[config.mk]
export PLATFORM = sky130hd
export DESIGN_NAME = csc_work_q
export DESIGN_NICKNAME = d
export VERILOG_FILES = /design/src/sv/csc_pkg.sv /design/src/sv/csc_work_q.sv
export SDC_FILE = /design/constraint.sdc
export NUM_CORES = 1
export LEC_CHECK = 0
export BUFFER_PORTS_ARGS = -buffer_cell sky130_fd_sc_hd__buf_2
export CELL_PAD_IN_SITES_DETAIL_PLACEMENT = 0
export CELL_PAD_IN_SITES_GLOBAL_PLACEMENT = 1
export CORE_MARGIN = 2
export CORE_UTILIZATION = 54
export CTS_CLUSTER_SIZE = 10
export DETAILED_ROUTE_END_ITERATION = 8
export PLACE_DENSITY_LB_ADDON = 0.3
export SLEW_MARGIN = 20
export SYNTH_ARGS = -nofsm -noshare
export SYNTH_HDL_FRONTEND = slang
export SYNTH_SLANG_ARGS = --single-unit
[constraint.sdc]
create_clock -name i_clk -period 8.4 [get_ports i_clk]
set_input_delay 1.26 -clock i_clk [delete_from_list [all_inputs] [get_ports i_clk]]
set_output_delay 1.26 -clock i_clk [all_outputs]
set_load 0.02 [all_outputs]
[src/sv/csc_pkg.sv]
// shared types, constants and the fault decoder for the current sensor coulomb counter
// no dependencies; every other file refers to this package by scoped names
package csc_pkg;

    localparam int unsigned ID_W      = 29;
    localparam int unsigned WORD_W    = 32;
    localparam int unsigned STAT_W    = 8;
    localparam int unsigned FNUM_W    = STAT_W - 1;
    localparam int unsigned KIND_W    = 2;
    localparam int unsigned FCODE_W   = 3;
    localparam int unsigned CFG_IDX_W = 2;

    // product of |current| and elapsed time, scaled down by 8, is then divided by 45
    localparam int unsigned PROD_W    = 2 * WORD_W;
    localparam int unsigned X_W       = 60;
    localparam int unsigned DIG_W     = 15;
    localparam int unsigned NUM_DIG   = X_W / DIG_W;
    localparam int unsigned REM_W     = 6;
    localparam int unsigned V_W       = REM_W + DIG_W;
    localparam int unsigned Q0_W      = 16;
    localparam int unsigned RECIP_W   = 19;
    localparam int unsigned RECIP_SH  = 24;
    localparam logic [RECIP_W-1:0] RECIP_45 = 19'd372827;
    localparam logic [REM_W-1:0]   DIV_45   = 6'd45;

    localparam int unsigned QUO_W   = 55;
    localparam int unsigned DELTA_W = QUO_W + 1;
    localparam int unsigned NEXT_W  = DELTA_W + 2;

    localparam int unsigned WQ_DEPTH = 4;
    localparam int unsigned WQ_AW    = 2;
    localparam int unsigned RQ_DEPTH = 16;
    localparam int unsigned RQ_AW    = 4;

    localparam logic [WORD_W-1:0] CUR_OFFSET = 32'h8000_0000;

    localparam logic [CFG_IDX_W-1:0] CFG_SENSOR_ID    = 2'd0;
    localparam logic [CFG_IDX_W-1:0] CFG_MAX_CHARGE   = 2'd1;
    localparam logic [CFG_IDX_W-1:0] CFG_START_CHARGE = 2'd2;

    localparam logic [FNUM_W-1:0] FN_FLASH_CRC     = 7'h41;
    localparam logic [FNUM_W-1:0] FN_FLUXGATE_HIGH = 7'h42;
    localparam logic [FNUM_W-1:0] FN_NO_OSC        = 7'h43;
    localparam logic [FNUM_W-1:0] FN_FAILSAFE      = 7'h44;
    localparam logic [FNUM_W-1:0] FN_NO_SIGNAL     = 7'h46;
    localparam logic [FNUM_W-1:0] FN_BRIDGE_VOLT   = 7'h47;

    localparam logic [FCODE_W-1:0] FC_FLASH_CRC     = 3'd0;
    localparam logic [FCODE_W-1:0] FC_FLUXGATE_HIGH = 3'd1;
    localparam logic [FCODE_W-1:0] FC_NO_OSC        = 3'd2;
    localparam logic [FCODE_W-1:0] FC_FAILSAFE      = 3'd3;
    localparam logic [FCODE_W-1:0] FC_NO_SIGNAL     = 3'd4;
    localparam logic [FCODE_W-1:0] FC_BRIDGE_VOLT   = 3'd5;
    localparam logic [FCODE_W-1:0] FC_OTHER         = 3'd6;
    localparam logic [FCODE_W-1:0] FC_NONE          = 3'd0;

    typedef enum logic [KIND_W-1:0] {
        KIND_IGNORED = 2'd0,
        KIND_MEAS    = 2'd1,
        KIND_FAULT   = 2'd2
    } t_kind;

    typedef struct packed {
        logic [ID_W-1:0]   sensor_id;
        logic [WORD_W-1:0] max_charge;
    } t_cfg;

    typedef struct packed {
        t_kind                     kind;
        logic [FCODE_W-1:0]        fcode;
        logic signed [WORD_W-1:0]  cur;
        logic [WORD_W-1:0]         mag;
        logic [WORD_W-1:0]         elapsed;
    } t_work;

    typedef struct packed {
        t_kind                     kind;
        logic [FCODE_W-1:0]        fcode;
        logic signed [WORD_W-1:0]  cur;
        logic [X_W-1:0]            x;
        logic [X_W-1:0]            quo;
        logic [REM_W-1:0]          rem;
        logic [Q0_W-1:0]           q0;
    } t_div;

    typedef struct packed {
        t_kind                     kind;
        logic [FCODE_W-1:0]        fcode;
        logic signed [WORD_W-1:0]  current_ma;
        logic [WORD_W-1:0]         charge;
    } t_result;

    function automatic logic [FCODE_W-1:0] map_fault(input logic [FNUM_W-1:0] num);
        logic [FCODE_W-1:0] code;
        unique case (num)
            FN_FLASH_CRC:     code = FC_FLASH_CRC;
            FN_FLUXGATE_HIGH: code = FC_FLUXGATE_HIGH;
            FN_NO_OSC:        code = FC_NO_OSC;
            FN_FAILSAFE:      code = FC_FAILSAFE;
            FN_NO_SIGNAL:     code = FC_NO_SIGNAL;
            FN_BRIDGE_VOLT:   code = FC_BRIDGE_VOLT;
            default:          code = FC_OTHER;
        endcase
        return code;
    endfunction

endpackage

[src/sv/csc_work_q.sv]
// short queue of classified items between the front and back ends
// depends on csc_pkg
module csc_work_q (
    input  logic           i_clk,
    input  logic           i_rst_n,
    input  logic           i_wr,
    input  csc_pkg::t_work i_wdata,
    input  logic           i_rd,
    output csc_pkg::t_work o_rdata,
    output logic           o_full,
    output logic           o_empty
);

    csc_pkg::t_work             r_mem [csc_pkg::WQ_DEPTH];
    logic [csc_pkg::WQ_AW-1:0]  r_wr;
    logic [csc_pkg::WQ_AW-1:0]  r_rd;
    logic [csc_pkg::WQ_AW:0]    r_cnt;
    logic [csc_pkg::WQ_AW-1:0]  n_wr;
    logic [csc_pkg::WQ_AW-1:0]  n_rd;
    logic [csc_pkg::WQ_AW:0]    n_cnt;

    assign o_full  = (r_cnt == (csc_pkg::WQ_AW+1)'(csc_pkg::WQ_DEPTH));
    assign o_empty = (r_cnt == '0);
    assign o_rdata = r_mem[r_rd];

    always_comb begin
        n_wr  = i_wr ? r_wr + 1'b1 : r_wr;
        n_rd  = i_rd ? r_rd + 1'b1 : r_rd;
        n_cnt = r_cnt + (csc_pkg::WQ_AW+1)'(i_wr) - (csc_pkg::WQ_AW+1)'(i_rd);
    end

    always_ff @(posedge i_clk) begin
        if (!i_rst_n) begin
            r_wr  <= '0;
            r_rd  <= '0;
            r_cnt <= '0;
        end else begin
            r_wr  <= n_wr;
            r_rd  <= n_rd;
            r_cnt <= n_cnt;
        end
    end

    always_ff @(posedge i_clk) begin
        if (i_wr) begin
            r_mem[r_wr] <= i_wdata;
        end
    end

endmodule

Word-level counts from Yosys, hierarchy flattened

Memories as Yosys holds them, arrays and structs flattened. A register that Yosys moved wholly into a read port is not among the register bits.
Index checks and enable logic that the tools add are counted.

Register bits: 7
Bits in latches: 0
Bits in writable memories: 404
Memory bits (read-only): 0
Input port bits: 105
Output and inout port bits: 103
Word-level logic and storage cells: 14
Memories kept: 1

$add $sub $neg: 4
$mul: 0
Div/mod/pow operators: 0
Order comparisons: 0
Eq/ne operators: 1
Shift operators: 0
Mux-type cells: 4
Bitwise gates (word level): 0
Reduce and logical (&&, ||, !) cells: 1

Memory list:

| memory | words | bits a word | read ports | clocked after Yosys merged registers in | write ports | line             | source |
|---|---|---|---|---|---|---|---|
| r_mem  | 4     | 101         | 1          | 1                                       | 1           | csc_work_q.sv:14 | `csc_pkg::t_work r_mem [csc_pkg::WQ_DEPTH];` |

Operators by type and width:

| operator            | number |
|---|---|
| $add 2x1->2 const B | 2 |
| $mux 2              | 2 |
| $add 3x1->3         | 1 |
| $eq 3x3->1 const B  | 1 |
| $logic_not 3->1     | 1 |
| $sub 3x1->3         | 1 |
| $mux 1              | 2 |

Longest topological paths before layout

Depth in word-level cells: 3
Mapped depth: 7
Mapped depth without buffers: 7

Least setup slack after synthesis

No wires, ideal clock.

Kind: in2reg
Start point: in i_wr
End point: mem r_mem[0][0] in the netlist's numbering (enable)
Data arrival time: 3.591 ns
Data required time: 7.929 ns
Path slack: 4.338 ns
Stages: 1
Buffers on the path: 0
Path through: and2_1

Cells in the longest elaborated chain, start to end: 2

Ends and longest elaborated chain:

| item                         | line             | source |
|---|---|---|
| from (decl)                  | csc_work_q.sv:6  | `input logic i_wr,` |
| $mux 1                       | csc_work_q.sv:45 | `if (i_wr) begin` |
| $mux 1 (implied by the code) | csc_work_q.sv:46 | `r_mem[r_wr] <= i_wdata;` |
| to (decl)                    | csc_work_q.sv:14 |  |

No other way between the ends.

==> insert_results.sql <==
INSERT INTO impl_metrics (metric_group, metric, value, unit) VALUES
('grt', 'grt_antenna_before_repair', '6', ''),
('clocking', 'htree_num_levels', '2', ''),
('grt', 'grt_start_max_net_pins', '59', ''),
('sta', 'setup_slack', '4.24', 'ns'),
('floorplanning', 'floorplan_die_height', '171', 'um'),
('power_and_ir_drop', 'ir_worst_vdd', '187', 'uV'),
('synth', 'synthFlopType', 'sky130_fd_sc_hd__edfxtp_1', ''),
('worst_setup_path', 'worst-endpoint-arrival', '2.90', 'ns'),
('outcome', 'run_status', 'complete, no violations', ''),
('route', 'route.detailed.vias_per_inst', '5.58', ''),
('route', 'postRouteAntennaNets', '0', ''),
('clocking', 'post_cts_resized', '0', ''),
('power_and_ir_drop', 'leakage_power_total', '5.97', 'nW'),
('synth', 'synth_largest_type_area_fraction', '80.8', '%'),
('clocking', 'ctsLongestPathBuffers', '3', ''),
('sta', 'tns', '0', 'ns'),
('placed_design', 'detailed_place.area', '16400', 'sq um'),
('synth', 'synth.yosys.seq_area_share', '82.0', '%'),
('worst_setup_path', 'worstSetupPathType', 'register to output pin', ''),
('floorplanning', 'rows', '61', ''),
('finish', 'layout.filler_cells', '1835', ''),
('grt', 'grt_pass1_wl', '40.7', 'mm'),
('floorplanning', 'fp.coreArea', '27600', 'sq um'),
('floorplanning', 'die_area', '29200', 'sq um'),
('worst_setup_path', 'timing.critical_path.fanout_max', '52', ''),
('hold_path', 'min-delay-start', 'r_rd[1]$_SDFFE_PN0P_', ''),
('route', 'via_count', '6729', ''),
('sta', 'maxSlewHeadroom', '39.4', '%'),
('synth', 'synth-edff-count', '404', ''),
('worst_setup_path', 'cp-end-kind', 'output pin', ''),
('synth', 'yosysWarnings', '0', ''),
('finish', 'utilization', '64.4', '%'),
('finish', 'final_design_area_no_fill', '17700', 'sq um'),
('clocking', 'cts_made_buffers', '47', ''),
('placed_design', 'hpwl', '15.8', 'mm'),
('placed_design', 'numPortBuffers', '207', ''),
('finish', 'drive_gt1_share', '45.4', '%'),
('floorplanning', 'chipWidth', '171', 'um'),
('finish', 'multi_input_comb_area', '2520', 'sq um'),
('grt', 'global_route_overflow', '0', ''),
('synth', 'synth_area', '15000', 'sq um'),
('sta', 'period_minus_slack', '4.16', 'ns'),
('sta', 'achievable-frequency', '240', 'MHz'),
('finish', 'area.sequential', '12300', 'sq um'),
('sta', 'finalMaxSlewViolations', '0', ''),
('clocking', 'clock_tree.root_cell', 'sky130_fd_sc_hd__clkbuf_16', ''),
('floorplanning', 'boundaryPins', '208', ''),
('synth', 'synth_cell_types', '19', ''),
('floorplanning', 'initial_core_util', '54.5', '%'),
('clocking', 'cts_setup_buffers', '0', ''),
('hold_path', 'min_path_type', 'register to register', ''),
('synth', 'synth_fp_nets', '682', ''),
('placed_design', 'place.gp.congestion', '0.721', ''),
('route', 'finalWirelength', '27.1', 'mm'),
('grt', 'grt_pass1_vias', '7210', ''),
('sta', 'finClkSkew', '0.00858', 'ns'),
('worst_setup_path', 'required', '7.14', 'ns'),
('synth', 'yosys-top-cells-area', 'sky130_fd_sc_hd__edfxtp_1 (81%), sky130_fd_sc_hd__mux4_2 (15%), sky130_fd_sc_hd__dfxtp_1 (1.2%)', ''),
('sta', 'finalHoldViolations', '0', ''),
('sta', 'number_of_failing_setup_endpoints_in_the_final_timing_report', '0', ''),
('synth', 'yosys.cell_count.top_type', 'sky130_fd_sc_hd__edfxtp_1', ''),
('synth', 'synth_top_area_cell', 'sky130_fd_sc_hd__edfxtp_1', ''),
('sta', 'final.period_utilization', '49.5', '%'),
('finish', 'areaGrowthSynthToFinish', '18.1', '%'),
('sta', 'tightest_slew', '0.909', 'ns'),
('route', 'wl_per_cell', '22.5', 'um'),
('finish', 'finish.net_count', '923', ''),
('clocking', 'numClockSinks', '413', ''),
('clocking', 'tritoncts', 'yes', ''),
('power_and_ir_drop', 'power-per-cell-area', '259', 'nW/um^2'),
('synth', 'postSynthCellCount', '570', '');
## cell type report
| cell class | instances | share of cell area, % |
|---|---|---|
| repair buffers | 214 | 6.27 |
| clock buffers | 58 | 7.10 |
| well taps | 378 | 2.67 |
| diodes | 5 | 0.0706 |
| clock inverters | 2 | 0.0564 |
| flip-flops and latches | 413 | 69.5 |
| multi-input cells | 128 | 14.2 |
| inverters | 7 | 0.148 |
## placed cells by master, fill, tap and decap left out, drive strengths merged
master / count
edfxtp: 404
buf: 214
and3: 1
dfxtp: 9
xor3: 1
clkinv: 2
a21bo: 1
a21oi: 1
ha: 6
clkbuf: 58
fa: 1
nand3b: 1
nor2: 5
and2: 6
inv: 7
xnor2: 2
mux2i: 1
diode: 5
nor3: 1
mux4: 101
## routing by layer
metal / part of all wire [%] / up-vias / routed length, um / global-route usage (%)
li1: - / 2924 / - / -
met3: 5.9 / 50 / 1590 / 4.44
met4: 2.7 / 4 / 719 / 6.32
met1: 39 / 3518 / 10500 / 23.6
met5: 0.092 / - / 25 / 0
met2: 53 / 233 / 14300 / 33.0
## kinds of logic (layout without fill, tap and decap cells)
group                    after synthesis  count (layout)  synth area share [%]
XOR/XNOR                               3               3                 0.275
flip-flops                           413             413                  82.0
AND/OR/NAND/NOR                       14              14                 0.500
adder cells (fa/ha/maj)                7               7                 0.633
buffers and inverters                 29             281                  1.31
AO/OA/AOI/OAI                          2               2                0.0999
multiplexers                         102             102                  15.2
other                                  0               5                     0
## state kept, by name (all words and copies together) (netlist names), named ones only
| signal | cells |
|---|---|
| r_mem | 404 |
| r_rd | 2 |
| r_cnt | 3 |
| r_wr | 2 |
## report_power, final
part / total (mW) / switching (mW) / internal (mW) / leakage [nW]
registers: 2.41 / 0.0340 / 2.37 / 3.79
logic: 0.470 / 0.275 / 0.194 / 1.56
clock network: 1.72 / 0.691 / 1.03 / 0.622
total: 4.60 / 1.00 / 3.60 / 5.97
## worst max-delay path, cell delays in order, from the launching register on
cell and delay (ns):
sky130_fd_sc_hd__dfxtp_4 0.56, sky130_fd_sc_hd__buf_16 0.32, sky130_fd_sc_hd__buf_6 0.64, sky130_fd_sc_hd__mux4_2 0.63, sky130_fd_sc_hd__buf_2 0.19
## through the flow
step           instances  total power, mW
2_1_floorplan        570             2.76
3_3_place_gp        1139             2.90
3_5_place_dp        1139             2.92
4_1_cts             1199             4.65
5_1_grt             1203             4.76
6_report            1205             4.60
## worst paths after layout
path,end,slack (ns),cells after the start
min reg2reg,register,0.52,2
max,o_rdata[95],4.24,4
max reg2reg,r_mem[2][0]$_DFFE_PP_,5.95,4
min,register,0.52,2
Power figures use the tool's default switching activity.
