===== src/sv/csc_pkg.sv =====
// shared types, constants and the fault decoder for the current sensor coulomb counter
// no dependencies; every other file refers to this package by scoped names
package csc_pkg;

    localparam int unsigned ID_W      = 29;
    localparam int unsigned WORD_W    = 32;
    localparam int unsigned STAT_W    = 8;
    localparam int unsigned FNUM_W    = STAT_W - 1;
    localparam int unsigned KIND_W    = 2;
    localparam int unsigned FCODE_W   = 3;
    localparam int unsigned CFG_IDX_W = 2;

    // product of |current| and elapsed time, scaled down by 8, is then divided by 45
    localparam int unsigned PROD_W    = 2 * WORD_W;
    localparam int unsigned X_W       = 60;
    localparam int unsigned DIG_W     = 15;
    localparam int unsigned NUM_DIG   = X_W / DIG_W;
    localparam int unsigned REM_W     = 6;
    localparam int unsigned V_W       = REM_W + DIG_W;
    localparam int unsigned Q0_W      = 16;
    localparam int unsigned RECIP_W   = 19;
    localparam int unsigned RECIP_SH  = 24;
    localparam logic [RECIP_W-1:0] RECIP_45 = 19'd372827;
    localparam logic [REM_W-1:0]   DIV_45   = 6'd45;

    localparam int unsigned QUO_W   = 55;
    localparam int unsigned DELTA_W = QUO_W + 1;
    localparam int unsigned NEXT_W  = DELTA_W + 2;

    localparam int unsigned WQ_DEPTH = 4;
    localparam int unsigned WQ_AW    = 2;
    localparam int unsigned RQ_DEPTH = 16;
    localparam int unsigned RQ_AW    = 4;

    localparam logic [WORD_W-1:0] CUR_OFFSET = 32'h8000_0000;

    localparam logic [CFG_IDX_W-1:0] CFG_SENSOR_ID    = 2'd0;
    localparam logic [CFG_IDX_W-1:0] CFG_MAX_CHARGE   = 2'd1;
    localparam logic [CFG_IDX_W-1:0] CFG_START_CHARGE = 2'd2;

    localparam logic [FNUM_W-1:0] FN_FLASH_CRC     = 7'h41;
    localparam logic [FNUM_W-1:0] FN_FLUXGATE_HIGH = 7'h42;
    localparam logic [FNUM_W-1:0] FN_NO_OSC        = 7'h43;
    localparam logic [FNUM_W-1:0] FN_FAILSAFE      = 7'h44;
    localparam logic [FNUM_W-1:0] FN_NO_SIGNAL     = 7'h46;
    localparam logic [FNUM_W-1:0] FN_BRIDGE_VOLT   = 7'h47;

    localparam logic [FCODE_W-1:0] FC_FLASH_CRC     = 3'd0;
    localparam logic [FCODE_W-1:0] FC_FLUXGATE_HIGH = 3'd1;
    localparam logic [FCODE_W-1:0] FC_NO_OSC        = 3'd2;
    localparam logic [FCODE_W-1:0] FC_FAILSAFE      = 3'd3;
    localparam logic [FCODE_W-1:0] FC_NO_SIGNAL     = 3'd4;
    localparam logic [FCODE_W-1:0] FC_BRIDGE_VOLT   = 3'd5;
    localparam logic [FCODE_W-1:0] FC_OTHER         = 3'd6;
    localparam logic [FCODE_W-1:0] FC_NONE          = 3'd0;

    typedef enum logic [KIND_W-1:0] {
        KIND_IGNORED = 2'd0,
        KIND_MEAS    = 2'd1,
        KIND_FAULT   = 2'd2
    } t_kind;

    typedef struct packed {
        logic [ID_W-1:0]   sensor_id;
        logic [WORD_W-1:0] max_charge;
    } t_cfg;

    typedef struct packed {
        t_kind                     kind;
        logic [FCODE_W-1:0]        fcode;
        logic signed [WORD_W-1:0]  cur;
        logic [WORD_W-1:0]         mag;
        logic [WORD_W-1:0]         elapsed;
    } t_work;

    typedef struct packed {
        t_kind                     kind;
        logic [FCODE_W-1:0]        fcode;
        logic signed [WORD_W-1:0]  cur;
        logic [X_W-1:0]            x;
        logic [X_W-1:0]            quo;
        logic [REM_W-1:0]          rem;
        logic [Q0_W-1:0]           q0;
    } t_div;

    typedef struct packed {
        t_kind                     kind;
        logic [FCODE_W-1:0]        fcode;
        logic signed [WORD_W-1:0]  current_ma;
        logic [WORD_W-1:0]         charge;
    } t_result;

    function automatic logic [FCODE_W-1:0] map_fault(input logic [FNUM_W-1:0] num);
        logic [FCODE_W-1:0] code;
        unique case (num)
            FN_FLASH_CRC:     code = FC_FLASH_CRC;
            FN_FLUXGATE_HIGH: code = FC_FLUXGATE_HIGH;
            FN_NO_OSC:        code = FC_NO_OSC;
            FN_FAILSAFE:      code = FC_FAILSAFE;
            FN_NO_SIGNAL:     code = FC_NO_SIGNAL;
            FN_BRIDGE_VOLT:   code = FC_BRIDGE_VOLT;
            default:          code = FC_OTHER;
        endcase
        return code;
    endfunction

endpackage


===== src/sv/csc_front.sv =====
// front end: classifies each bus frame and works out current and elapsed time
// depends on csc_pkg
module csc_front (
    input  logic                          i_clk,
    input  logic                          i_rst_n,
    input  logic                          i_accept,
    input  csc_pkg::t_cfg                 i_cfg,
    input  logic [csc_pkg::ID_W-1:0]      i_frame_id,
    input  logic [csc_pkg::WORD_W-1:0]    i_raw_current,
    input  logic [csc_pkg::STAT_W-1:0]    i_status_byte,
    input  logic [csc_pkg::WORD_W-1:0]    i_time_ms,
    output csc_pkg::t_work                o_work
);

    logic [csc_pkg::WORD_W-1:0] r_last_time;
    logic [csc_pkg::WORD_W-1:0] n_last_time;
    logic                       r_seen;
    logic                       n_seen;
    logic [csc_pkg::WORD_W-1:0] cur_u;

    always_comb begin
        cur_u = i_raw_current - csc_pkg::CUR_OFFSET;
        o_work = '0;
        o_work.cur = signed'(cur_u);
        o_work.mag = cur_u[csc_pkg::WORD_W-1] ? (~cur_u + 1'b1) : cur_u;
        // first measurement counts as one millisecond
        o_work.elapsed = r_seen ? (i_time_ms - r_last_time) : csc_pkg::WORD_W'(1);
        if (i_frame_id != i_cfg.sensor_id) begin
            o_work.kind = csc_pkg::KIND_IGNORED;
        end else if (i_status_byte[0]) begin
            o_work.kind  = csc_pkg::KIND_FAULT;
            o_work.fcode = csc_pkg::map_fault(i_status_byte[csc_pkg::STAT_W-1:1]);
        end else begin
            o_work.kind = csc_pkg::KIND_MEAS;
        end
    end

    always_comb begin
        n_last_time = r_last_time;
        n_seen      = r_seen;
        if (i_accept && o_work.kind == csc_pkg::KIND_MEAS) begin
            n_last_time = i_time_ms;
            n_seen      = 1'b1;
        end
    end

    always_ff @(posedge i_clk) begin
        if (!i_rst_n) begin
            r_last_time <= '0;
            r_seen      <= 1'b0;
        end else begin
            r_last_time <= n_last_time;
            r_seen      <= n_seen;
        end
    end

endmodule


===== config.mk =====
export PLATFORM = sky130hd
export DESIGN_NAME = csc_front
export DESIGN_NICKNAME = d
export VERILOG_FILES = /design/src/sv/csc_pkg.sv /design/src/sv/csc_front.sv
export SDC_FILE = /design/constraint.sdc
export NUM_CORES = 1
export LEC_CHECK = 0
export BUFFER_PORTS_ARGS = -buffer_cell sky130_fd_sc_hd__clkbuf_2
export CORE_MARGIN = 2
export CORE_UTILIZATION = 42
export CTS_CLUSTER_SIZE = 30
export DETAILED_ROUTE_END_ITERATION = 10
export PLACE_DENSITY_LB_ADDON = 0.2
export SETUP_SLACK_MARGIN = 0.05
export SYNTH_ARGS = -nofsm -noshare
export SYNTH_HDL_FRONTEND = slang
export SYNTH_SLANG_ARGS = --single-unit

===== constraint.sdc =====
create_clock -name i_clk -period 4 [get_ports i_clk]
set_input_delay 1 -clock i_clk [delete_from_list [all_inputs] [get_ports i_clk]]
set_output_delay 1 -clock i_clk [all_outputs]
set_load 0.01 [all_outputs]

* Word level (Yosys, flattened, before mapping)
Cells that the tools add are included.
Widths: inputs -> output; s select.
** Word-level totals
- Bits in registers :: 33
- Memories kept :: 0
- ROM bits :: 0
- Latch bits :: 0
- Output and inout bits :: 101
- Logic and storage cells :: 22
- Bits in writable memories :: 0
** Operators by class
- $mul :: 0
- Shift operators :: 0
- Reductions and logical operators :: 1
- $add $sub $neg :: 3
- Bitwise gates (word level) :: 1
- Div/mod/pow operators :: 0
- Muxes and demuxes :: 7
- Eq/ne operators :: 8
- $lt $le $gt $ge :: 0
** Operators with widths (count)
- $mux 32 :: 2
- $eq 7x7->1 const B :: 6
- $add 32x1->32 const B :: 1
- $not 32->32 :: 1
- $sub 32x32->32 :: 1
- $sub 32x32->32 const B :: 1
- $ne 29x29->1 :: 1
- $pmux 3 s6 :: 1
- $mux 3 :: 2
- $mux 2 :: 2
- $eq 2x1->1 const B :: 1
- $logic_and 1x1->1 :: 1

* Logic depth before layout (Yosys ltp)
Gate-level depths: netlist (run 1).
- Word-level depth :: 4
- Depth in mapped cells :: 9

* Least setup slack after synthesis (run 1)
Ideal clock, no wire load.
- Path type :: input to output
- Start :: input port i_time_ms[0] (netlist bit)
- End :: output port o_work[30] (netlist bit)
- Path buffers :: 0
- Setup slack :: 0.004 ns
- Required time :: 3.000 ns
- Arrival :: 2.996 ns
- Cell stages on the path :: 9
- Path through :: inv_1 > ha_1 > fa_1 > nand2b_1 > a21oi_1 > o21ai_1 > a2111oi_2 > a311oi_1 > mux2i_1
** RTL lines
- start, declared :: RTL line csc_front.sv:11 : input logic [csc_pkg::WORD_W-1:0] i_time_ms,
- end, declared :: RTL line csc_front.sv:12 : output csc_pkg::t_work o_work

==> summary.md, run 1 <==
| Metric | Value |
|---|---|
| CP max stage cell | or3b_4 |
| Clk buf depth | 2 |
| Slew Limit Fails | 0 |
| Syn Inst Count | roughly 660 |
| Commonest non-fill, non-tap cell in the layout | clkbuf_2 |
| Commonest non-fill, non-tap cells in the layout | clkbuf_2, buf_4, xor2_1, nor2_1, inv_1 |
| Design area | ~0.007 mm^2 |
| DP Area | between 0.006 and 0.007 mm^2 |
| Worst Skew | 0 ps |
| Routed vias/inst | 5.387 |
| Area delta synth->final | 47.05% |
| Remaining DRCs | 0 |
| Hold buffers post-CTS | 0 |
| Final worst path period share | 0.9923 |
| Clock Tree Root | clkbuf_16 |
| Avg WL per Cell | around 15 um |
| Critical Path Start Type | input port |
| CP Cell Sequence | buf_8 -> inv_4 -> ha_4 -> or3b_4 -> or3_4 -> and3b_2 -> and3b_2 -> a31oi_2 -> xor2_1 -> buf_2 |
| Die width | 110.3 um |
| # H-tree levels | 2 |
| CTS tree | done |
| Arr. time, crit path | approximately 3000 ps |
| Worst-path fanout max | 4 |
| RSZ-0062 raised after global routing | yes |
| Nets | about 1100 |
| Max-Cap Viols | 0 |
| Setup TNS | 0 ps |
| Total Wirelength | 16.15 mm |
| Rel. slew slack | 0.5943 |
| Clock-pin slew on the worst setup and hold paths | 60 ps |
| Syn_area_per_cell | between 7 and 8 um^2 |
| Sequential area share after synthesis | 0.1392 |
| Largest net degree at the start of global routing | 34 |
| Top cell type's share of synthesized area | 0.1392 |
| Final core occ | 0.6383 |
| Placed Cells | ~1000 |
| Vias in the first global route | 5309 |
| Clk_lat worst skew | between 200 and 300 ps |
| Worst path max stage delay | 380 ps |
| Worst setup margin | 30.68 ps |
| Cell repeated most along the worst path | and3b_2 |
| Via count | between 5000 and 6000 |
| Finish-stage setup viols | 0 |
| Crit path time final | ~4000 ps |
| Outcome | complete, no violations |
| Initial antenna violation count | 0 |
| PwrDens | 181.0 mW/mm^2 |
| Worst Max-Slew Pin Slew | between 600 and 700 ps |
| Post-DP HPWL | between 10 and 15 mm |
| Initial DRC Count | 299 |
| Maximum vdd drop | ~0.00013 V |
| Layout cells sized above 1 | 0.4353 |
| Post-synth cell types | 54 |
| Gp weighted congestion | between 0.8 and 0.9 |
| Routed Antenna Nets | 0 |
| Port Buffers | ~230 |
| Post-synthesis async set-or-reset flop share | 0 |
| Synth warn | 0 |
| Setup WS pre-CTS | -332.2 ps |
| Final hold violations | 0 |
| Antenna cells | 0 |
| Starting density of the core | 0.4341 |
| Pwr Total | between 1 and 1.5 mW |
| GR Util All Layers | 0.2391 |
| Top Ports | between 200 and 300 |
| # clock sinks | 33 |
| Total grt overflow | 0 |
| Largest cells by area after synthesis | dfxtp_1, xor2_1, mux2i_1 |
| Leak | between 3 and 4 nW |
| Min Hold Slack | between 500 and 600 ps |
| Number of synthesized flops with an enable pin | 0 |
| # fillers | ~970 |
| TritonRoute pass-1 iters | 5 |
| TritonCTS Buffers | 5 |
| Fin cells | roughly 1100 |
| Die ar. | about 0.012 mm^2 |
| Worst Setup End Kind | primary output |
| Synth Register Bits | 33 |
| Hold Crit Class | flop to flop |
| Die Y | 110.3 um |
| Type of the worst setup path | input port to primary output |
| Ys flop type | dfxtp_1 |
| First-pass GRT wire length | 23.50 mm |
| Core ar. | ~0.011 mm^2 |
| Row Count | 38 |
| Maximum clock frequency | 0.2519 GHz |
| Cell Area, Synth | ~0.0047 mm^2 |
| Cell taking the most area after synthesis | dfxtp_1 |
| Synthesized Nets | around 850 |
| WP data required | 3000 ps |
worst paths after layout:
check,start,to,slack (ps),cells past startpoint
worst max-delay path,i_raw_current[1],o_work[62],30,10
worst min-delay path,r_last_time[27],r_last_time[27],520,2
worst max register to register,r_seen,r_seen,3180,2
worst min register to register,r_last_time[27],r_last_time[27],520,2
repair_timing:
item,4_1_cts,5_1_grt
gates resized for setup,38,88
setup endpoints to repair,27,28
pin swaps,8,19
gates cloned,0,0
setup buffers,3,2
cell type report:
| class | instances | area, um^2 | area share |
|---|---|---|---|
| inverter | 50 | 195.2 | 0.02796 |
| clock buffer | 5 | 125.1 | 0.01792 |
| sequential | 33 | 660.6 | 0.09464 |
| timing repair buffer | 306 | 1752 | 0.2509 |
| clock inverter | 3 | 22.52 | 0.003226 |
| multi-input combinational | 522 | 4050 | 0.5802 |
| tap | 140 | 175.2 | 0.02509 |
state kept, by name (all words and copies together), names as in the netlist:
signal,cells
r_seen,1
r_last_time,32
cell usage after synthesis, types with 7 or more instances:
| cell type | number |
|---|---|
| nand2_1 | 41 |
| o21ai_0 | 26 |
| or3_1 | 7 |
| a31oi_1 | 8 |
| inv_1 | 50 |
| nand4_1 | 7 |
| mux2i_1 | 42 |
| xor2_1 | 54 |
| dfxtp_1 | 33 |
| nand3_1 | 12 |
| nor2b_1 | 34 |
| nand2b_1 | 16 |
| clkbuf_1 | 13 |
| ha_1 | 33 |
| a21oi_1 | 52 |
| nor2_1 | 53 |
| xnor2_1 | 15 |
| o21a_1 | 13 |
| nor3_1 | 32 |
| buf_4 | 35 |
| nor4_1 | 18 |
metal layers:
layer | share of wire | vias to the layer above | GRT usage
met5 | 0 | - | 0
met1 | 0.40 | 2646 | 0.2773
met3 | 0.067 | 35 | 0.04115
met4 | 0.029 | 0 | 0.09375
li1 | - | 2804 | -
met2 | 0.51 | 220 | 0.4347
power by group:
part           internal (mW)  switching (mW)  leakage [nW]  total, mW
sequential             0.329  0.000000000261         0.266      0.329
combinational          0.252           0.288          2.71      0.540
clock                  0.231           0.164        0.0621      0.395
critical path: cells and delay by family:
family          cells  cell delay, ps
simple gates        4            1270
xor+xnor            1             180
fa+ha+maj           1             120
compound gates      1             110
buf+inv             3             290
cell families after synthesis:
logic type,synth area share
xor+xnor,0.1273
flops,0.1392
fa+ha+maj,0.09120
compound gates,0.1708
simple gates,0.2710
buf+inv,0.1073
mux,0.09330
No activity file was read; power rests on OpenSTA's default activity.
==> inputs of run 2 (changes only) <==
==> constraint.sdc (replaced) <==
create_clock -name i_clk -period 4 [get_ports i_clk]
set_input_delay 0.6 -clock i_clk [delete_from_list [all_inputs] [get_ports i_clk]]
set_output_delay 0.6 -clock i_clk [all_outputs]
set_load 0.01 [all_outputs]
==> run 2 against run 1 <==
Effect of this change: total power shrank 9.3%; combinational power shrank 20%; utilization shrank 9.5 points; largest power group unchanged; largest cell class unchanged; routed wire length fell by 12%.
==> summary.md, run 2 (synthesis gave the netlist of run 1 again) <==
| Metric | Value |
|---|---|
| Row Count | 38 (unchanged) |
| CTS-repair resized insts | 0 (-100%) |
| First-pass GRT wire length | 21.47 mm (-8.6%) |
| Reg2Reg Setup Slack | 3170 ps (about the same) |
| Register with the most flip-flops | r_last_time |
| R2r startpoint | r_seen |
| Worst reg2reg path depth | 2 (unchanged) |
| CP Cell Sequence | clkbuf_2 -> inv_1 -> ha_1 -> fa_1 -> nand2b_1 -> a21oi_1 -> o21ai_1 -> a2111oi_2 -> buf_4 -> o22ai_1 -> mux2i_1 -> clkbuf_2 |
| Pwr Total | 1.146 mW (-9.3%) |
| Total Wirelength | 14.29 mm (-12%) |
| Area delta synth->final | 25.09% |
| # fillers | 1089 (+13%) |
| # H-tree levels | 2 (unchanged) |
| Type of the worst setup path | input port to primary output |
| Antenna cells | 0 (unchanged) |
| GR Util All Layers | 0.2192 (-0.01990) |
| PwrDens | 192.9 mW/mm^2 (+6.6%) |
| Initial DRC Count | 305 (+2.0%) |
| Min Hold Slack | 516.0 ps (-2.020 ps) |
| Core ar. | 0.01094 mm^2 (unchanged) |
| Post-DP HPWL | 11.90 mm (-4.9%) |
| Slew Limit Fails | 0 (unchanged) |
| Leak | 2.638 nW (-13%) |
| Critical Path Start Type | input port |
| Clk_lat worst skew | 290 ps (about the same) |
| Die width | 110.3 um (unchanged) |
| Fin cells | 989 (-6.6%) |
| Routed Antenna Nets | 0 (unchanged) |
| Hold buffers post-CTS | 0 (unchanged) |
| Rel. slew slack | 0.5251 (-0.06926) |
| Starting density of the core | 0.4341 (unchanged) |
| Final worst path period share | 0.9141 (-0.07820) |
| Reg area | 660.6 um^2 (unchanged) |
| Remaining DRCs | 0 (unchanged) |
| Die ar. | 0.01217 mm^2 (unchanged) |
| Vias in the first global route | 4747 (-11%) |
| Placed Cells | 981 (-6.3%) |
| Avg WL per Cell | 14.45 um (-5.3%) |
| Setup TNS | 0 ps (unchanged) |
| Commonest non-fill, non-tap cells in the layout | clkbuf_2, xor2_1, nor2_1, a21oi_1, inv_1 |
| Hold Crit Class | flop to flop |
| TritonCTS Buffers | 5 (unchanged) |
| Worst Setup SP | i_time_ms[0] |
| Initial antenna violation count | 0 (unchanged) |
| Setup WS pre-CTS | 365.3 ps (+697.5 ps) |
| Area occupied by multi-input gates | 0.003583 mm^2 (-12%) |
| Via count | 5196 (-8.9%) |
| Worst path max stage delay | 410 ps (+30 ps) |
| RR Endpoint | r_seen |
| Clock-pin slew on the worst setup and hold paths | 50 ps (about the same) |
| Commonest non-fill, non-tap cell in the layout | clkbuf_2 |
| WP data required | 3400 ps (+400 ps) |
| Biggest regs | r_last_time x32, r_seen x1 |
| Arr. time, crit path | 3060 ps (+90 ps) |
| Top Ports | 266 (unchanged) |
| # clock sinks | 33 (unchanged) |
| TritonRoute pass-1 iters | 4 (-1) |
| Gp weighted congestion | 0.8312 (-6.9%) |
| CP max stage cell | fa_1 |
| Maximum vdd drop | 0.0001429 V (+7.3%) |
| Largest register FFs | 32 (unchanged) |
| Worst-path fanout max | 5 (+1) |
| Port Buffers | 233 (unchanged) |
| Finish-stage setup viols | 0 (unchanged) |
| CTS tree | done |
| Largest net degree at the start of global routing | 34 (unchanged) |
| CP Capture Point | o_work[22] |
| Nets | 1047 (-6.3%) |
| Worst Skew | 0 ps (unchanged) |
| Setup bufs post-CTS | 0 (-3) |
| Worst setup margin | 343.5 ps (+312.8 ps) |
| Max-Cap Viols | 0 (unchanged) |
| Cell repeated most along the worst path | clkbuf_2 |
| Outcome | complete, no violations |
| Clk buf depth | 2 (unchanged) |
| Maximum clock frequency | 0.2735 GHz (+8.6%) |
| Crit path time final | 3657 ps (-312.8 ps) |
| Clock Tree Root | clkbuf_16 |
| Worst Setup End Kind | primary output |
| Die Y | 110.3 um (unchanged) |
| Worst Max-Slew Pin Slew | 711.6 ps (+108.7 ps) |
| RSZ-0062 raised after global routing | no |
| Total grt overflow | 0 (unchanged) |
| Routed vias/inst | 5.254 (-2.5%) |
| Final hold violations | 0 (unchanged) |
| Layout cells sized above 1 | 0.3039 (-0.1314) |
run 2: per-stage QoR:
stage	instance area, um^2	utilization
floorplan	4747	-
global placement	5796	0.5300
detailed placement	5796	0.5300
CTS	5938	0.5430
global route	5938	0.5430
finish	5938	0.5430
run 2: how the worst min path moves through the flow:
stage / start / endpoint / cells past startpoint
2_1_floorplan: r_last_time[10] / r_last_time[10] / 2
3_3_place_gp: r_last_time[3] / r_last_time[3] / 2
3_5_place_dp: r_last_time[29] / r_last_time[29] / 2
4_1_cts: r_last_time[24] / r_last_time[24] / 2
5_1_grt: r_last_time[22] / r_last_time[22] / 2
6_report: r_last_time[21] / r_last_time[21] / 2
run 2: final cells by class:
type | instances | area share
Multi-Input combinational cell | 522 | 0.6035
Tap cell | 140 | 0.02950
Inverter | 50 | 0.03161
Clock buffer | 5 | 0.02107
Timing Repair Buffer | 236 | 0.2002
Clock inverter | 3 | 0.002950
Sequential cell | 33 | 0.1113
run 2: routing by layer:
layer | GRT usage | vias up | share of wire
met5 | 0 | - | 0
met4 | 0.04821 | 0 | 0.011
met3 | 0.03704 | 13 | 0.065
met2 | 0.4014 | 161 | 0.50
met1 | 0.2673 | 2372 | 0.42
li1 | - | 2650 | -
run 2: report_power, final:
part | leakage, nW | switching [mW] | internal [mW]
clock network | 0.0696 | 0.157 | 0.228
logic | 2.30 | 0.244 | 0.188
registers | 0.266 | 0.000000000252 | 0.329
run 2: critical path, delay by kind of cell:
kind / cells / cell delay, ps
AOI/OAI and AO/OA: 4 / 870
adders and majority gates: 2 / 620
buffers and inverters: 4 / 530
muxes: 1 / 240
and+or+nand+nor: 1 / 200
==> inputs of run 3 (changes only) <==
==> constraint.sdc (replaced) <==
create_clock -name i_clk -period 3.2 [get_ports i_clk]
set_input_delay 0.48 -clock i_clk [delete_from_list [all_inputs] [get_ports i_clk]]
set_output_delay 0.48 -clock i_clk [all_outputs]
set_load 0.01 [all_outputs]
==> run 3 against run 2 <==
Effect of this change: worst setup slack got worse by 260 ps; count of clock-buffer cells in the layout unchanged; combinational power increased by 35%; clock power increased by 26%; non-clock buffer count increased by 21; utilization increased by 3.0 points; cell area increased by 5.5%; routed wire length increased by 4.1%; largest power group unchanged; sequential cell count unchanged.
==> summary.md, run 3 (synthesis gave the netlist of run 1 again) <==
| Metric | Value |
|---|---|
| RSZ-0062 raised after global routing | yes |
| Gp weighted congestion | 0.8266 (-0.55%) |
| Crit path time final | 3120 ps |
| Avg WL per Cell | 14.73 um (+1.9%) |
| Leak | 2.757 nW (+4.5%) |
| Finish-stage setup viols | 0 (unchanged) |
| Arr. time, crit path | 2640 ps (-420 ps) |
| Worst reg2reg path depth | 2 (unchanged) |
| Pwr Total | 1.475 mW (+29%) |
| Register with the most flip-flops | r_last_time |
| Worst Skew | 0 ps (unchanged) |
| Initial antenna violation count | 0 (unchanged) |
| Row Count | 38 (unchanged) |
| Post-DP HPWL | 12.04 mm (+1.2%) |
| WP data required | 2720 ps (-680 ps) |
| Final core occ | 0.5731 (+0.03009) |
| Worst Setup SP | r_last_time[0] |
| Initial DRC Count | 289 (-5.2%) |
| Via count | 5313 (+2.3%) |
| Rel. slew slack | 0.5090 (-0.01609) |
| TritonRoute pass-1 iters | 5 (+1) |
| Die Y | 110.3 um (unchanged) |
| Area delta synth->final | 32.02% |
| Layout cells sized above 1 | 0.3552 (+0.05129) |
| Clock-pin slew on the worst setup and hold paths | 60 ps (about the same) |
| Starting density of the core | 0.4341 (unchanged) |
| Worst hold stages | 3 (+1) |
| Type of the worst setup path | flop to primary output |
| Routed Antenna Nets | 0 (unchanged) |
| Clk buf depth | 2 (unchanged) |
| Hold buffers post-CTS | 0 (unchanged) |
| Max-Cap Viols | 0 (unchanged) |
| Routed vias/inst | 5.260 (+0.13%) |
| Maximum vdd drop | 0.0002003 V (+40%) |
| Fraction of power consumed by combinational cells | 0.394 (+0.017) |
| Antenna cells | 0 (unchanged) |
| Internal power | 954.8 uW (+28%) |
| PwrDens | 235.4 mW/mm^2 (+22%) |
| Die ar. | 0.01217 mm^2 (unchanged) |
| Nets | 1068 (+2.0%) |
| Hold_sp | i_time_ms[3] |
| Top Ports | 266 (unchanged) |
| CTS tree | done |
| Largest register FFs | 32 (unchanged) |
| Biggest regs | r_last_time x32, r_seen x1 |
| Switching pwr | 520.2 uW (+30%) |
| Final worst path period share | 0.9751 |
| Commonest non-fill, non-tap cells in the layout | clkbuf_2, xor2_1, nor2_1, inv_1, a21oi_1 |
| Die width | 110.3 um (unchanged) |
| Hold Crit Class | input port to flop |
| Clock network fraction of total power | 0.328 (-0.008) |
| R2r startpoint | r_seen |
| Worst Setup End Kind | primary output |
| Remaining DRCs | 0 (unchanged) |
| TritonCTS Buffers | 5 (unchanged) |
| Maximum clock frequency | between 0.3 and 0.4 GHz |
| Vias in the first global route | 4859 (+2.4%) |
| Commonest non-fill, non-tap cell in the layout | clkbuf_2 |
| Worst Max-Slew Pin Slew | 729.8 ps (+18.19 ps) |
| Largest net degree at the start of global routing | 34 (unchanged) |
| Final hold violations | 0 (unchanged) |
| Total grt overflow | 0 (unchanged) |
| Port Buffers | 233 (unchanged) |
| Flop pwr share | 0.278 (-0.009) |
| # fillers | 1060 (-2.7%) |
| Clock Tree Root | clkbuf_16 |
| Worst-path fanout max | 5 (unchanged) |
| # clock sinks | 33 (unchanged) |
| Design area | 0.006267 mm^2 (+5.5%) |
| Outcome | complete, no violations |
| GR Util All Layers | 0.2243 (+0.005039) |
| Core ar. | 0.01094 mm^2 (unchanged) |
| Critical Path Start Type | flop |
| Sw frac | 0.3527 (+0.003218) |
| Slew Limit Fails | 0 (unchanged) |
| Total Wirelength | 14.88 mm (+4.1%) |
| Clk_lat worst skew | 280 ps (about the same) |
| DP Area | 0.005946 mm^2 (+2.6%) |
| # H-tree levels | 2 (unchanged) |
| First-pass GRT wire length | 21.96 mm (+2.2%) |
## run 3: changes by cell type in the layout (fill, tap and decap cells not counted), moves of 4 or more
cell and delta:
o21ai_0 -5, buf_4 +21, clkbuf_2 -6, o21ai_1 +4
ha_2 +5, a21oi_2 +6, a21oi_1 -7, buf_2 +6
ha_1 -6
## run 3: worst paths after layout
| kind | end | slack [ps] |
|---|---|---|
| min | r_last_time[3] | 480 |
| max | o_work[22] | 80 |
| max reg2reg | r_seen | 2380 |
| min reg2reg | r_last_time[8] | 520 |
## run 3: final cells by class
type / instances / area, um^2 / share of cell area
clock buffers: 5 / 125.1 / 0.01996
clock inverters: 3 / 17.52 / 0.002795
inverters: 50 / 187.7 / 0.02995
multi-input cells: 522 / 3751 / 0.5985
flip-flops and latches: 33 / 664.4 / 0.1060
well taps: 140 / 175.2 / 0.02795
repair buffers: 257 / 1346 / 0.2148
## run 3: power groups by stage
stage	clock, mW	combinational, mW	sequential (mW)
final	0.484	0.582	0.410
after detailed placement	0	0.556	0.420
after global placement	0	0.549	0.420
after floorplan	0	0.335	0.420
after global routing	0.518	0.642	0.410
after CTS	0.498	0.563	0.411
## run 3: stage by stage
step                      worst slack [ps]  hold WS, ps  cells  TNS (ps)
final                                79.82        478.1   1010         0
after detailed placement            -113.1        504.4   1001    -332.4
after global placement              -111.1        495.5   1001    -277.6
after global routing                 10.94        491.9   1010         0
after floorplan                      244.0        482.6    655         0
after CTS                            28.47        478.0   1009         0
## run 3: critical path: stages, from the launching register on
cell       delay [ps]
dfxtp_4           360
ha_4              160
fa_2              400
nand2b_4          170
a21oi_4           160
o21ai_4            90
a2111oi_4         340
buf_4             200
o22ai_2            70
mux2i_1           230
buf_2             170
## run 3: repair_timing
| action | in CTS | in global routing |
|---|---|---|
| endpoints found under the setup margin | 12 | 20 |
| buffers inserted | 0 | 1 |
| resized for setup | 7 | 43 |
| pin swaps | 1 | 12 |
## run 3: per-layer routing
metal | track usage | vias up | share of wire
met2 | 0.4023 | 177 | 0.50
met4 | 0.04732 | 0 | 0.011
met5 | 0 | - | 0
li1 | - | 2696 | -
met1 | 0.2794 | 2427 | 0.42
met3 | 0.04056 | 13 | 0.067
